===== src/rtl/core/lcdfmt_pkg.sv =====
// ----------------------------------------------------------------------------
// lcdfmt_pkg
// Shared types, codes and constants of the character-LCD write formatter.
// ----------------------------------------------------------------------------
package lcdfmt_pkg;

    localparam int unsigned OP_W       = 3;
    localparam int unsigned BYTE_W     = 8;
    localparam int unsigned NUM_W      = 32;
    localparam int unsigned ROW_W      = 2;
    localparam int unsigned COL_W      = 6;
    localparam int unsigned DIGIT_W    = 4;
    localparam int unsigned NUM_DIGITS = 10;
    localparam int unsigned CNT_W      = $clog2(NUM_W);
    localparam int unsigned REM_W      = $clog2(NUM_DIGITS + 1);

    // request codes
    localparam logic [OP_W-1:0] OP_CHAR = 3'd0;
    localparam logic [OP_W-1:0] OP_CMD  = 3'd1;
    localparam logic [OP_W-1:0] OP_POS  = 3'd2;
    localparam logic [OP_W-1:0] OP_NUM  = 3'd3;
    localparam logic [OP_W-1:0] OP_INIT = 3'd4;

    localparam logic [ROW_W-1:0] ROW_TOP    = 2'd0;
    localparam logic [ROW_W-1:0] ROW_BOTTOM = 2'd1;

    localparam logic [BYTE_W-1:0] ROW_BASE    = 8'd128;
    localparam logic [BYTE_W-1:0] ROW1_OFFSET = 8'd64;
    localparam logic [BYTE_W-1:0] ASCII_ZERO  = 8'd48;

    localparam logic [BYTE_W-1:0] INIT_FUNCTION_SET = 8'b0011_1000;
    localparam logic [BYTE_W-1:0] INIT_DISPLAY_ON   = 8'b0000_1100;
    localparam logic [BYTE_W-1:0] INIT_CLEAR        = 8'b0000_0001;

    localparam logic [1:0] INIT_STEP_FUNCTION = 2'd0;
    localparam logic [1:0] INIT_STEP_DISPLAY  = 2'd1;
    localparam logic [1:0] INIT_STEP_CLEAR    = 2'd2;

    localparam logic RS_DATA    = 1'b1;
    localparam logic RS_COMMAND = 1'b0;

    typedef enum logic [2:0] {
        ST_IDLE,
        ST_SINGLE,
        ST_INIT,
        ST_CONV,
        ST_EMIT
    } state_t;

    typedef enum logic [1:0] {
        CELL_HOLD,
        CELL_CLEAR,
        CELL_DABBLE,
        CELL_MOVE
    } cell_mode_t;

    typedef struct packed {
        cell_mode_t mode;
        logic       serial_bit;
    } cell_ctrl_t;

    function automatic logic [BYTE_W-1:0] init_cmd(input logic [1:0] step);
        logic [BYTE_W-1:0] cmd;
        case (step)
            INIT_STEP_FUNCTION: cmd = INIT_FUNCTION_SET;
            INIT_STEP_DISPLAY:  cmd = INIT_DISPLAY_ON;
            default:            cmd = INIT_CLEAR;
        endcase
        return cmd;
    endfunction

endpackage


===== src/rtl/core/char_lcd_write_formatter_top.sv =====
// ----------------------------------------------------------------------------
// char_lcd_write_formatter_top
// Turns character, command, position, number and init requests into LCD writes.
// ----------------------------------------------------------------------------
//  channel  direction  beat contents
//  s_*      in         operation, data_byte, number_value, row_index, column_index
//  m_*      out        lcd_byte, lcd_rs, last_write
//
//  Character and command: one write, held and then moved to the output register.
//  Position: the same for rows 0 and 1; rows 2 and 3 give no write. Init: three
//  command writes. Number: shift-and-add of all 32 bits through the ten-digit cell
//  row, then one write per digit; leading zeros are dropped one a cycle.
//  One request at a time; s_ready rises once its last write sits in the output
//  register. m_ready low stalls writes only. Reset clears control state only.
// ----------------------------------------------------------------------------
module char_lcd_write_formatter_top (
    input  logic                                aclk,
    input  logic                                aresetn,
    input  logic                                s_valid,
    output logic                                s_ready,
    input  logic [lcdfmt_pkg::OP_W-1:0]         s_operation,
    input  logic [lcdfmt_pkg::BYTE_W-1:0]       s_data_byte,
    input  logic [lcdfmt_pkg::NUM_W-1:0]        s_number_value,
    input  logic [lcdfmt_pkg::ROW_W-1:0]        s_row_index,
    input  logic [lcdfmt_pkg::COL_W-1:0]        s_column_index,
    output logic                                m_valid,
    input  logic                                m_ready,
    output logic [lcdfmt_pkg::BYTE_W-1:0]       m_lcd_byte,
    output logic                                m_lcd_rs,
    output logic                                m_last_write
);

    lcdfmt_pkg::state_t state_reg, state_next;

    logic [lcdfmt_pkg::BYTE_W-1:0] hold_byte_reg, hold_byte_next;
    logic                          hold_rs_reg, hold_rs_next;
    logic [lcdfmt_pkg::NUM_W-1:0]  bin_reg, bin_next;
    logic [lcdfmt_pkg::CNT_W-1:0]  count_reg, count_next;
    logic [1:0]                    step_reg, step_next;
    logic [lcdfmt_pkg::REM_W-1:0]  remain_reg, remain_next;
    logic                          started_reg, started_next;

    logic                          m_valid_reg, m_valid_next;
    logic [lcdfmt_pkg::BYTE_W-1:0] m_byte_reg, m_byte_next;
    logic                          m_rs_reg, m_rs_next;
    logic                          m_last_reg, m_last_next;

    lcdfmt_pkg::cell_ctrl_t         cell_ctrl;
    logic [lcdfmt_pkg::DIGIT_W-1:0] top_digit;
    logic                           out_free;
    logic                           accept;

    lcdfmt_bcd_chain u_chain (
        .aclk      (aclk),
        .ctrl      (cell_ctrl),
        .top_digit (top_digit)
    );

    assign s_ready  = (state_reg == lcdfmt_pkg::ST_IDLE);
    assign accept   = s_valid && s_ready;
    assign out_free = !m_valid_reg || m_ready;

    assign m_valid      = m_valid_reg;
    assign m_lcd_byte   = m_byte_reg;
    assign m_lcd_rs     = m_rs_reg;
    assign m_last_write = m_last_reg;

    always_ff @(posedge aclk) begin
        if (!aresetn) begin
            state_reg   <= lcdfmt_pkg::ST_IDLE;
            m_valid_reg <= 1'b0;
        end else begin
            state_reg   <= state_next;
            m_valid_reg <= m_valid_next;
        end
    end

    always_ff @(posedge aclk) begin
        hold_byte_reg <= hold_byte_next;
        hold_rs_reg   <= hold_rs_next;
        bin_reg       <= bin_next;
        count_reg     <= count_next;
        step_reg      <= step_next;
        remain_reg    <= remain_next;
        started_reg   <= started_next;
        m_byte_reg    <= m_byte_next;
        m_rs_reg      <= m_rs_next;
        m_last_reg    <= m_last_next;
    end

    always_comb begin
        state_next      = state_reg;
        hold_byte_next  = hold_byte_reg;
        hold_rs_next    = hold_rs_reg;
        bin_next        = bin_reg;
        count_next      = count_reg;
        step_next       = step_reg;
        remain_next     = remain_reg;
        started_next    = started_reg;
        m_valid_next    = m_valid_reg && !m_ready;
        m_byte_next     = m_byte_reg;
        m_rs_next       = m_rs_reg;
        m_last_next     = m_last_reg;
        cell_ctrl.mode       = lcdfmt_pkg::CELL_HOLD;
        cell_ctrl.serial_bit = bin_reg[lcdfmt_pkg::NUM_W-1];

        case (state_reg)
            lcdfmt_pkg::ST_IDLE: begin
                if (accept) begin
                    case (s_operation)
                        lcdfmt_pkg::OP_CHAR: begin
                            hold_byte_next = s_data_byte;
                            hold_rs_next   = lcdfmt_pkg::RS_DATA;
                            state_next     = lcdfmt_pkg::ST_SINGLE;
                        end
                        lcdfmt_pkg::OP_CMD: begin
                            hold_byte_next = s_data_byte;
                            hold_rs_next   = lcdfmt_pkg::RS_COMMAND;
                            state_next     = lcdfmt_pkg::ST_SINGLE;
                        end
                        lcdfmt_pkg::OP_POS: begin
                            hold_rs_next = lcdfmt_pkg::RS_COMMAND;
                            if (s_row_index == lcdfmt_pkg::ROW_TOP) begin
                                hold_byte_next = lcdfmt_pkg::ROW_BASE
                                               + {2'b00, s_column_index};
                                state_next     = lcdfmt_pkg::ST_SINGLE;
                            end else if (s_row_index == lcdfmt_pkg::ROW_BOTTOM) begin
                                hold_byte_next = lcdfmt_pkg::ROW_BASE
                                               + lcdfmt_pkg::ROW1_OFFSET
                                               + {2'b00, s_column_index};
                                state_next     = lcdfmt_pkg::ST_SINGLE;
                            end
                            // lower rows of a four-line panel: drop the request
                        end
                        lcdfmt_pkg::OP_NUM: begin
                            bin_next       = s_number_value;
                            count_next     = '0;
                            cell_ctrl.mode = lcdfmt_pkg::CELL_CLEAR;
                            state_next     = lcdfmt_pkg::ST_CONV;
                        end
                        lcdfmt_pkg::OP_INIT: begin
                            step_next  = lcdfmt_pkg::INIT_STEP_FUNCTION;
                            state_next = lcdfmt_pkg::ST_INIT;
                        end
                        default: begin
                            state_next = lcdfmt_pkg::ST_IDLE;
                        end
                    endcase
                end
            end

            lcdfmt_pkg::ST_SINGLE: begin
                if (out_free) begin
                    m_valid_next = 1'b1;
                    m_byte_next  = hold_byte_reg;
                    m_rs_next    = hold_rs_reg;
                    m_last_next  = 1'b1;
                    state_next   = lcdfmt_pkg::ST_IDLE;
                end
            end

            lcdfmt_pkg::ST_INIT: begin
                if (out_free) begin
                    m_valid_next = 1'b1;
                    m_byte_next  = lcdfmt_pkg::init_cmd(step_reg);
                    m_rs_next    = lcdfmt_pkg::RS_COMMAND;
                    m_last_next  = (step_reg == lcdfmt_pkg::INIT_STEP_CLEAR);
                    step_next    = step_reg + 2'd1;
                    if (step_reg == lcdfmt_pkg::INIT_STEP_CLEAR) begin
                        state_next = lcdfmt_pkg::ST_IDLE;
                    end
                end
            end

            lcdfmt_pkg::ST_CONV: begin
                // shift the binary value into the digit row, msb first
                cell_ctrl.mode = lcdfmt_pkg::CELL_DABBLE;
                bin_next       = {bin_reg[lcdfmt_pkg::NUM_W-2:0], 1'b0};
                count_next     = count_reg + 1'b1;
                if (count_reg == lcdfmt_pkg::CNT_W'(lcdfmt_pkg::NUM_W - 1)) begin
                    remain_next  = lcdfmt_pkg::REM_W'(lcdfmt_pkg::NUM_DIGITS);
                    started_next = 1'b0;
                    state_next   = lcdfmt_pkg::ST_EMIT;
                end
            end

            lcdfmt_pkg::ST_EMIT: begin
                if (!started_reg && top_digit == '0
                        && remain_reg != lcdfmt_pkg::REM_W'(1)) begin
                    // drop a leading zero without a write
                    cell_ctrl.mode = lcdfmt_pkg::CELL_MOVE;
                    remain_next    = remain_reg - 1'b1;
                end else if (out_free) begin
                    cell_ctrl.mode = lcdfmt_pkg::CELL_MOVE;
                    started_next   = 1'b1;
                    remain_next    = remain_reg - 1'b1;
                    m_valid_next   = 1'b1;
                    m_byte_next    = lcdfmt_pkg::ASCII_ZERO + {4'b0000, top_digit};
                    m_rs_next      = lcdfmt_pkg::RS_DATA;
                    m_last_next    = (remain_reg == lcdfmt_pkg::REM_W'(1));
                    if (remain_reg == lcdfmt_pkg::REM_W'(1)) begin
                        state_next = lcdfmt_pkg::ST_IDLE;
                    end
                end
            end

            default: begin
                state_next = lcdfmt_pkg::ST_IDLE;
            end
        endcase
    end

endmodule


===== src/rtl/core/lcdfmt_bcd_cell.sv =====
// ----------------------------------------------------------------------------
// lcdfmt_bcd_cell
// One decimal digit of the conversion row: clear, add-3 and shift, hold or pass on.
// ----------------------------------------------------------------------------
module lcdfmt_bcd_cell (
    input  logic                                aclk,
    input  lcdfmt_pkg::cell_mode_t              mode,
    input  logic                                bit_in,
    input  logic [lcdfmt_pkg::DIGIT_W-1:0]      digit_in,
    output logic [lcdfmt_pkg::DIGIT_W-1:0]      digit_out,
    output logic                                carry_out
);

    logic [lcdfmt_pkg::DIGIT_W-1:0] digit_reg;
    logic [lcdfmt_pkg::DIGIT_W-1:0] adj;

    // correct before the shift so the digit never passes nine
    assign adj       = (digit_reg >= 4'd5) ? digit_reg + 4'd3 : digit_reg;
    assign carry_out = adj[lcdfmt_pkg::DIGIT_W-1];
    assign digit_out = digit_reg;

    always_ff @(posedge aclk) begin
        case (mode)
            lcdfmt_pkg::CELL_CLEAR:  digit_reg <= '0;
            lcdfmt_pkg::CELL_DABBLE: digit_reg <= {adj[lcdfmt_pkg::DIGIT_W-2:0], bit_in};
            lcdfmt_pkg::CELL_MOVE:   digit_reg <= digit_in;
            default:                 digit_reg <= digit_reg;
        endcase
    end

endmodule


===== src/rtl/core/lcdfmt_bcd_chain.sv =====
// ----------------------------------------------------------------------------
// lcdfmt_bcd_chain
// Row of digit cells; cell 0 is least significant, the top cell feeds the bus.
// ----------------------------------------------------------------------------
module lcdfmt_bcd_chain (
    input  logic                                aclk,
    input  lcdfmt_pkg::cell_ctrl_t              ctrl,
    output logic [lcdfmt_pkg::DIGIT_W-1:0]      top_digit
);

    localparam int unsigned N = lcdfmt_pkg::NUM_DIGITS;

    logic [N-1:0][lcdfmt_pkg::DIGIT_W-1:0] digits;
    logic [N-1:0]                          carries;

    genvar i;
    generate
        for (i = 0; i < N; i++) begin : g_cell
            if (i == 0) begin : g_first
                lcdfmt_bcd_cell u_cell (
                    .aclk      (aclk),
                    .mode      (ctrl.mode),
                    .bit_in    (ctrl.serial_bit),
                    .digit_in  ('0),
                    .digit_out (digits[i]),
                    .carry_out (carries[i])
                );
            end else begin : g_next
                lcdfmt_bcd_cell u_cell (
                    .aclk      (aclk),
                    .mode      (ctrl.mode),
                    .bit_in    (carries[i-1]),
                    .digit_in  (digits[i-1]),
                    .digit_out (digits[i]),
                    .carry_out (carries[i])
                );
            end
        end
    endgenerate

    assign top_digit = digits[N-1];

endmodule


===== config.mk =====
export PLATFORM = sky130hd
export DESIGN_NAME = char_lcd_write_formatter_top
export DESIGN_NICKNAME = d
export VERILOG_FILES = /design/src/rtl/core/lcdfmt_pkg.sv /design/src/rtl/core/char_lcd_write_formatter_top.sv /design/src/rtl/core/lcdfmt_bcd_cell.sv /design/src/rtl/core/lcdfmt_bcd_chain.sv
export SDC_FILE = /design/constraint.sdc
export NUM_CORES = 1
export LEC_CHECK = 0
export ABC_AREA = 1
export BUFFER_PORTS_ARGS = -buffer_cell sky130_fd_sc_hd__buf_4
export CAP_MARGIN = 20
export CORE_MARGIN = 2
export CORE_UTILIZATION = 23
export DETAILED_ROUTE_END_ITERATION = 12
export RECOVER_POWER = 50
export SYNTH_ARGS = -nofsm -noshare
export SYNTH_HDL_FRONTEND = slang
export SYNTH_HIERARCHICAL = 1
export SYNTH_SLANG_ARGS = --single-unit

===== constraint.sdc =====
create_clock -name aclk -period 8.45 [get_ports aclk]
set_clock_uncertainty 0.1 [all_clocks]
set_input_delay 1.2675 -clock aclk [delete_from_list [all_inputs] [get_ports aclk]]
set_output_delay 1.2675 -clock aclk [all_outputs]
set_load 0.005 [all_outputs]

==> reports/qor.yml, run 1 <==
grt_pass1_wl_um: 20700
htree_levels: 3
drt_wl_total_um: 12100
power.density_nw_per_um2: 310
core_area_um2: 26700
yosysWarnings: 6
gp_congestion: 0.788
maxCapViolCount: 1
place_area_um2: 7140
required_ns: 8.54
numCtsBuffers: 9
postCtsSetupBuffers: 0
drc: 0
io_pins: 67
run_status: "complete, but fails checks"
cts.sink_count: 107
start_util_pct: 23.2
crit_fanout: 61
die_y_um: 168
syn_inst: 721
fin_area_um2: 7400
clk_path_buf_depth: 2
violations: "max-capacitance violations, max-slew violations"
period_needed_ns: 4.88
cp-end-kind: "register"
finalSetupViolCount: 0
holdCritPathClass: "register to register"
worstSetupPathType: "register to register"
hpwlAfterDp_um: 8650
cts_hold_buf: 0
wl_per_cell_um: 10.6
relSlewSlack_pct: -42.8
finalHoldViolations: 0
max_stage_delay_ns: 1.56
syn_area_um2: 6210
crit_chain: "nand2_2, nor2_1, inv_1, o21ai_4, buf_4, inv_2, nor2_4, nand2_1, o21ai_1"
cp_num_buf_inv: 3
fin_nets: 879
rows: 60
insertion_delay_ns: 0.34
grt_pass1_vias: 4507
port_buffers: 66
finalMaxSlewViolations: 36
slowest_stage: "nor2_1"
ir_drop_uv: 110
syn_area_per_cell_um2: 8.61
syn_to_final_growth_pct: 19.1
die_w_um: 168
crit_family: "buffers and inverters"
cts_root_buffer: "clkbuf_16"
die-area_um2: 28300
vias_per_cell: 4.18
drive_gt1_share_pct: 15.9
vias: 4776
grt_max_degree: 62
grt_use_total_pct: 8.71
drt_pass1_iterations: 4
p_leak_uw: 0.00326
first_iter_violations: 226
fin_setup_tns_ns: 0
antenna_found_initial: 0
largest_reg_flops: 36
arrival_ns: 4.98
cts_tree: "built"
grt_setup_unrepaired: "no"
fin_crit_sh_pct: 57.8
ctsResizeCount: 0
clkSlewWorstSetupHoldPaths_ns: 0.07
fmax_mhz: 205
antenna_cells: 0
start_kind: "register"
gr-total-overflow: 0
ant_nets: 0
worst-slew-pin-transition_ns: 2.13
==> cell type report <==
class	count	area [µm²]
clock buffers	10	229
clock inverters	6	71.3
fillers	2908	19300
inverters	83	313
multi-input cells	525	2680
flip-flops and latches	107	3170
well taps	341	427
repair buffers	70	507
==> tightest hold or removal path, stage by stage, from the launching register on <==
cell,delay (ns)
dfxtp_1,0.33
nor2_1,0.10
nor2_1,0.05
==> report_power, final <==
part           switching (µW)  internal [µW]
registers                 142            826
clock network             197            233
logic                     571            324
total                     910           1380
==> layer usage <==
metal / GRT usage [%] / vias to the layer above / share of wire, %
met5: 0 / - / 0
met4: 3.64 / 0 / 1.6
met3: 1.48 / 12 / 3.8
met2: 13.9 / 74 / 44
met1: 11.7 / 2137 / 51
li1: - / 2553 / -
==> layout by cell type (no fill, tap or decap), drive strengths merged, types with 3 or more instances in the layout <==
cell type and count:
ha 28, edfxtp 103, conb 4, nor2 43
clkbuf 25, clkinvlp 3, a21boi 9, nand3 95
inv 85, o21ai 19, nand2 267, or2 11
dfxtp 4, a21oi 15, buf 55, nand4 23
==> final timing paths <==
check | end | start | cells past startpoint | slack (ns)
worst max register to register | u_chain/g_cell[8].g_next.u_cell/digit_out[3] | state_reg[1] | 9 | 3.57
worst max-delay path | u_chain/g_cell[8].g_next.u_cell/digit_out[3] | state_reg[1] | 9 | 3.57
worst min-delay path | state_reg[2] | state_reg[2] | 2 | 0.42
worst min register to register | state_reg[2] | state_reg[2] | 2 | 0.42
==> through the flow <==
stage	setup slack (ns)	util, %	hold WS [ns]	power (µW)	cells
after global routing	2.81	27.7	0.445	2490	1142
after floorplan	1.79	-	0.387	1630	724
after CTS	5.30	27.8	0.426	2320	1141
after detailed placement	5.22	26.7	0.405	1890	1125
after global placement	5.26	26.7	0.398	1870	1125
final	3.57	27.7	0.419	2290	1142
Note: power is estimated with default switching activity, not from simulation.
==> inputs of run 2 (changes only) <==
==> constraint.sdc (replaced) <==
create_clock -name aclk -period 4.9 [get_ports aclk]
set_clock_uncertainty 0.1 [all_clocks]
set_input_delay 0.735 -clock aclk [delete_from_list [all_inputs] [get_ports aclk]]
set_output_delay 0.735 -clock aclk [all_outputs]
set_load 0.005 [all_outputs]
==> run 2 against run 1 <==
Compared with the run above: the flow now finishes without violations; sequential share of layout area about the same; register-to-register slack worse by 2.2 ns; die area stayed put; count of clock-buffer cells in the layout decreased by 1; critical endpoint is now u_chain/g_cell[1].g_next.u_cell/digit_out[3]; cell count did not move.
==> reports/qor.yml, run 2 (synthesized netlist as in run 1, its figures left out) <==
clkSlewWorstSetupHoldPaths_ns: 0.07  # about the same
fmax_mhz: 285  # +39%
vias: 4877  # +2.1%
mostFrequentLayoutCells: "265 x nand2_1, 103 x edfxtp_1, 94 x nand3_1"
die_w_um: 168  # unchanged
gr-total-overflow: 0  # unchanged
ctsResizeCount: 0  # unchanged
crit_chain: "nand2_1, nor2_4, inv_1, o21ai_4, buf_4, inv_2, nor2_4, nand2_1, o21ai_1"
finalHoldViolations: 0  # unchanged
largest_reg_flops: 36  # unchanged
first_iter_violations: 379  # +68%
start_kind: "register"
htree_levels: 3  # unchanged
die-area_um2: 28300  # unchanged
rows: 60  # unchanged
fin_util_pct: 27.7  # +0.028 points
grt_use_total_pct: 8.99  # +0.28 points
p_leak_uw: 0.00327  # +0.16%
p_clk_share_pct: 19.7  # +0.9 points
power.density_nw_per_um2: 541  # +75%
die_y_um: 168  # unchanged
vias_per_cell: 4.27  # +2.1%
period_needed_ns: 3.50  # -1.38 ns
switching_share_pct: 39.5  # -0.22 points
power_frac_comb_pct: 38.7  # -0.3 points
grt_max_degree: 43  # -31%
gp_congestion: 0.774  # -1.8%
p_int_uw: 2430  # +75%
antenna_found_initial: 0  # unchanged
cts_tree: "built"
insertion_delay_ns: 0.35  # about the same
relSlewSlack_pct: 21.2  # +64 points
maxCapViolCount: 0  # -1
worst-slew-pin-transition_ns: 1.18  # -0.954 ns
seq_power_share_pct: 41.6  # -0.6 points
run_status: "completed"
fin_crit_sh_pct: 71.5  # +14 points
start_util_pct: 23.2  # unchanged
mostFrequentLayoutCell: "nand2_1"
clk_path_buf_depth: 2  # unchanged
drt_pass1_iterations: 5  # +1
wl_per_cell_um: 10.8  # +2.4%
switching_power_uw: 1580  # +74%
finalSetupViolCount: 0  # unchanged
drive_gt1_share_pct: 15.2  # -0.62 points
antenna_cells: 0  # unchanged
hpwlAfterDp_um: 9020  # +4.3%
grt_setup_unrepaired: "no"
numCtsBuffers: 9  # unchanged
cts.sink_count: 107  # unchanged
crit_fanout: 42  # -31%
finalMaxSlewViolations: 0  # -100%
holdCritPathClass: "register to register"
ir_drop_uv: 217  # +97%
arrival_ns: 3.60  # -1.38 ns
postCtsSetupBuffers: 0  # unchanged
cts_root_buffer: "clkbuf_16"
worstSetupPathType: "register to register"
drt_wl_total_um: 12400  # +2.4%
port_buffers: 66  # unchanged
grt_pass1_wl_um: 21500  # +3.6%
io_pins: 67  # unchanged
syn_to_final_growth_pct: 19.3
ant_nets: 0  # unchanged
fin_nets: 879  # unchanged
core_area_um2: 26700  # unchanged
cp-end-kind: "register"
power.total_uw: 4010  # +75%
nFillCells: 2884  # -0.83%
drc: 0  # unchanged
slowest_stage: "inv_1"
fin_setup_tns_ns: 0  # unchanged
max_stage_delay_ns: 0.75  # -0.81 ns
grt_pass1_vias: 4654  # +3.3%
cts_hold_buf: 0  # unchanged
required_ns: 4.99  # -3.55 ns
## run 2: cell types whose count changed in the layout (fill, tap and decap cells not counted), moves of 2 or more
cell,previous run,this run
inv_6,3,1
nor2_4,10,8
clkbuf_4,10,8
clkinv_4,0,2
inv_2,10,7
nor2_1,32,34
clkinv_1,0,3
## run 2: layer usage
layer	track usage, %	part of all wire, %	routed length (µm)
met5	0	0	0
met1	12.2	50	6140
met4	3.04	1.4	169
met2	14.6	46	5680
met3	1.41	3.1	385
## run 2: power by group through the flow
| stage | sequential [µW] | combinational (µW) | clock [µW] |
|---|---|---|---|
| 3_3_place_gp | 1690 | 1550 | 0 |
| 4_1_cts | 1680 | 1590 | 807 |
| 6_report | 1670 | 1550 | 789 |
| 3_5_place_dp | 1690 | 1580 | 0 |
| 5_1_grt | 1720 | 1800 | 837 |
| 2_1_floorplan | 1620 | 1200 | 0 |
## run 2: metrics by stage
| step | std cells | worst slack [ns] | hold slack [ns] | instance area [µm²] |
|---|---|---|---|---|
| detailed placement | 1125 | 1.71 | 0.401 | 7140 |
| global placement | 1125 | 1.83 | 0.397 | 7140 |
| global route | 1142 | 0.949 | 0.444 | 7410 |
| CTS | 1141 | 1.69 | 0.419 | 7460 |
| floorplan | 724 | 0.424 | 0.387 | 6220 |
| finish | 1142 | 1.40 | 0.422 | 7410 |
## run 2: worst paths after layout
kind / from / end / slack, ns / cells after the start
hold / removal: state_reg[0] / state_reg[0] / 0.42 / 2
setup reg to reg: state_reg[1] / u_chain/g_cell[1].g_next.u_cell/digit_out[3] / 1.40 / 9
setup / recovery: state_reg[1] / u_chain/g_cell[1].g_next.u_cell/digit_out[3] / 1.40 / 9
hold reg to reg: state_reg[0] / state_reg[0] / 0.42 / 2
## run 2: final cells by class
| type | count | area (µm²) | share of cell area [%] |
|---|---|---|---|
| inverters | 83 | 313 | 4.22 |
| multi-input cells | 525 | 2660 | 36.0 |
| clock inverters | 7 | 101 | 1.37 |
| flip-flops and latches | 107 | 3170 | 42.8 |
| repair buffers | 70 | 503 | 6.79 |
| well taps | 341 | 427 | 5.76 |
| clock buffers | 9 | 225 | 3.04 |
## run 2: critical path, delay by kind of cell, from the launching register on
| family | cells | cell delay, ns |
|---|---|---|
| compound gates | 2 | 0.61 |
| buf+inv | 3 | 1.30 |
| flops | 1 | 0.42 |
| simple gates | 4 | 0.88 |
==> inputs of run 3 (changes only) <==
--- a/config.mk
+++ b/config.mk
@@ -5,7 +5,7 @@
 export SDC_FILE = /design/constraint.sdc
 export NUM_CORES = 1
 export LEC_CHECK = 0
-export ABC_AREA = 1
+export ABC_AREA = 0
 export BUFFER_PORTS_ARGS = -buffer_cell sky130_fd_sc_hd__buf_4
 export CAP_MARGIN = 20
 export CORE_MARGIN = 2
==> constraint.sdc (replaced) <==
create_clock -name aclk -period 3.4 [get_ports aclk]
set_clock_uncertainty 0.1 [all_clocks]
set_input_delay 0.51 -clock aclk [delete_from_list [all_inputs] [get_ports aclk]]
set_output_delay 0.51 -clock aclk [all_outputs]
set_load 0.005 [all_outputs]
==> run 3 against run 2 <==
Compared with the run above: register-to-register slack got worse by 0.75 ns; sequential cell count did not move; largest power group unchanged; setup slack got worse by 0.75 ns; via count fell by 7.0%; critical endpoint is now u_chain/g_cell[9].g_next.u_cell/digit_out[1]; die area rose by 0.43%; core utilization rose by 0.18 points; sequential share of layout area fell by 0.40 points; combinational power fell by 83%.
==> reports/qor.yml, run 3 <==
fin_crit_sh_pct: 81.0  # +9.5 points
start_kind: "register"
syn_to_final_growth_pct: 19.9
fin_setup_tns_ns: 0  # unchanged
insertion_delay_ns: 0.35  # about the same
die_y_um: 169  # +0.22%
crit_fanout: 40  # -4.8%
yosysWarnings: 6  # unchanged
port_buffers: 66  # unchanged
numCtsBuffers: 9  # unchanged
fin_nets: 747  # -15%
required_ns: 3.53  # -1.46 ns
finalMaxSlewViolations: 0  # unchanged
core_area_um2: 26800  # +0.28%
worst_r2r_path_depth: 8  # -1
cts_tree: "built"
drt_wl_total_um: 12100  # -2.3%
regToRegStartpoint: "state_reg[1]"
grt_pass1_vias: 4332  # -6.9%
drt_pass1_iterations: 4  # -1
drc: 0  # unchanged
grt_max_degree: 71  # +65%
first_iter_violations: 321  # -15%
grt.met2_usage_pct: 13.7  # -0.95 points
htree_levels: 3  # unchanged
place_area_um2: 7190  # +0.82%
clk_path_buf_depth: 2  # unchanged
antenna_cells: 0  # unchanged
period_needed_ns: 2.76  # -0.749 ns
max_stage_delay_ns: 0.50  # -0.25 ns
cts_root_buffer: "clkbuf_16"
gr-usage-met3_pct: 2.27  # +0.86 points
worst-slew-pin-transition_ns: 1.31  # +0.128 ns
grt-busiest-layer: "met2"
drive_gt1_share_pct: 17.6  # +2.4 points
rows: 60  # unchanged
postCtsSetupBuffers: 0  # unchanged
crit_end: "u_chain/g_cell[9].g_next.u_cell/digit_out[1]"
gr-total-overflow: 0  # unchanged
vias_per_cell: 4.49  # +5.1%
startpoint: "state_reg[1]"
syn_area_um2: 6240  # +0.44%
mostFrequentLayoutCell: "nand2_1"
arrival_ns: 2.88  # -0.72 ns
io_pins: 67  # unchanged
fin_area_um2: 7480  # +0.95%
maxCapViolCount: 0  # unchanged
relSlewSlack_pct: 12.6  # -8.6 points
syn_area_per_cell_um2: 10.6  # +23%
hpwlAfterDp_um: 8520  # -5.6%
r2r_end: "u_chain/g_cell[9].g_next.u_cell/digit_out[1]"
rrSetupSlack_ns: 0.64  # -0.75 ns
ant_nets: 0  # unchanged
die-area_um2: 28500  # +0.43%
ir_drop_uv: 325  # +50%
cts_hold_buf: 0  # unchanged
finalHoldViolations: 0  # unchanged
finalSetupViolCount: 0  # unchanged
grt_setup_unrepaired: "no"
wl_per_cell_um: 12.0  # +10%
cts.sink_count: 107  # unchanged
run_status: "completed"
worstSetupPathType: "register to register"
die_w_um: 169  # +0.22%
slowest_stage: "clkbuf_1"
syn_inst: 589  # -18%
start_util_pct: 23.3  # +0.038 points
clkSlewWorstSetupHoldPaths_ns: 0.07  # about the same
vias: 4534  # -7.0%
grt_use_total_pct: 8.62  # -0.37 points
gp_congestion: 0.832  # +7.5%
mostFrequentLayoutCells: "116 x nand2_1, 103 x edfxtp_1, 58 x buf_4"
antenna_found_initial: 0  # unchanged
ctsResizeCount: 0  # unchanged
largest_reg_flops: 36  # unchanged
crit_chain: "clkbuf_1, nor2b_1, nand2_1, nand2_2, buf_12, nand3b_1, a211oi_1, a211o_1"
p_leak_uw: 0.00312  # -4.6%
power.density_nw_per_um2: 398  # -26%
holdCritPathClass: "input port to register"
fmax_mhz: 363  # +27%
cp-end-kind: "register"
grt_pass1_wl_um: 20200  # -5.6%
grt_util_met1_pct: 11.3  # -0.89 points
-- run 3: final cells by class --
type | count | area, µm²
Clock inverter | 6 | 111
Tap cell | 341 | 427
Fill cell | 2745 | 19300
Inverter | 37 | 139
Timing Repair Buffer | 75 | 567
Multi-Input combinational cell | 434 | 2830
Sequential cell | 107 | 3170
Clock buffer | 10 | 229
-- run 3: worst max-delay path: cells and delay by family, from the launching register on --
| family | cells | cell delay [ns] |
|---|---|---|
| and+or+nand+nor | 4 | 1.02 |
| DFF | 1 | 0.40 |
| AOI/OAI and AO/OA | 2 | 0.39 |
| buffers and inverters | 2 | 0.72 |
-- run 3: worst min path at each step --
| stage | endpoint | slack [ns] | cells after the start | start |
|---|---|---|---|---|
| CTS | hold_byte_reg[7] | 0.30 | 2 | s_data_byte[7] |
| detailed placement | bin_reg[22] | 0.40 | 2 | bin_reg[21] |
| global placement | bin_reg[12] | 0.39 | 2 | bin_reg[11] |
| global route | hold_byte_reg[7] | 0.30 | 2 | s_data_byte[7] |
| floorplan | bin_reg[31] | 0.38 | 2 | bin_reg[30] |
| finish | hold_byte_reg[7] | 0.31 | 2 | s_data_byte[7] |
-- run 3: power breakdown --
group	internal [µW]	leakage, µW	switching [µW]	total (µW)
logic	124	0.00197	136	259
clock network	722	0.000163	474	1200
registers	1490	0.000978	26.8	1520
-- run 3: through the flow --
stage,hold WS [ns],instances,setup WS [ns],util (%),total power [µW]
2_1_floorplan,0.384,592,0.0381,-,1700
3_3_place_gp,0.390,994,0.777,26.8,1820
3_5_place_dp,0.397,994,0.734,26.8,1820
4_1_cts,0.298,1010,0.711,28.1,3020
5_1_grt,0.305,1010,0.351,27.9,3090
6_report,0.313,1010,0.645,27.9,2970
-- run 3: routing by layer --
metal | share of wire [%] | up-vias
li1 | - | 2308
met1 | 49 | 2129
met2 | 46 | 88
met3 | 4.0 | 9
met4 | 1.5 | 0
met5 | 0 | -
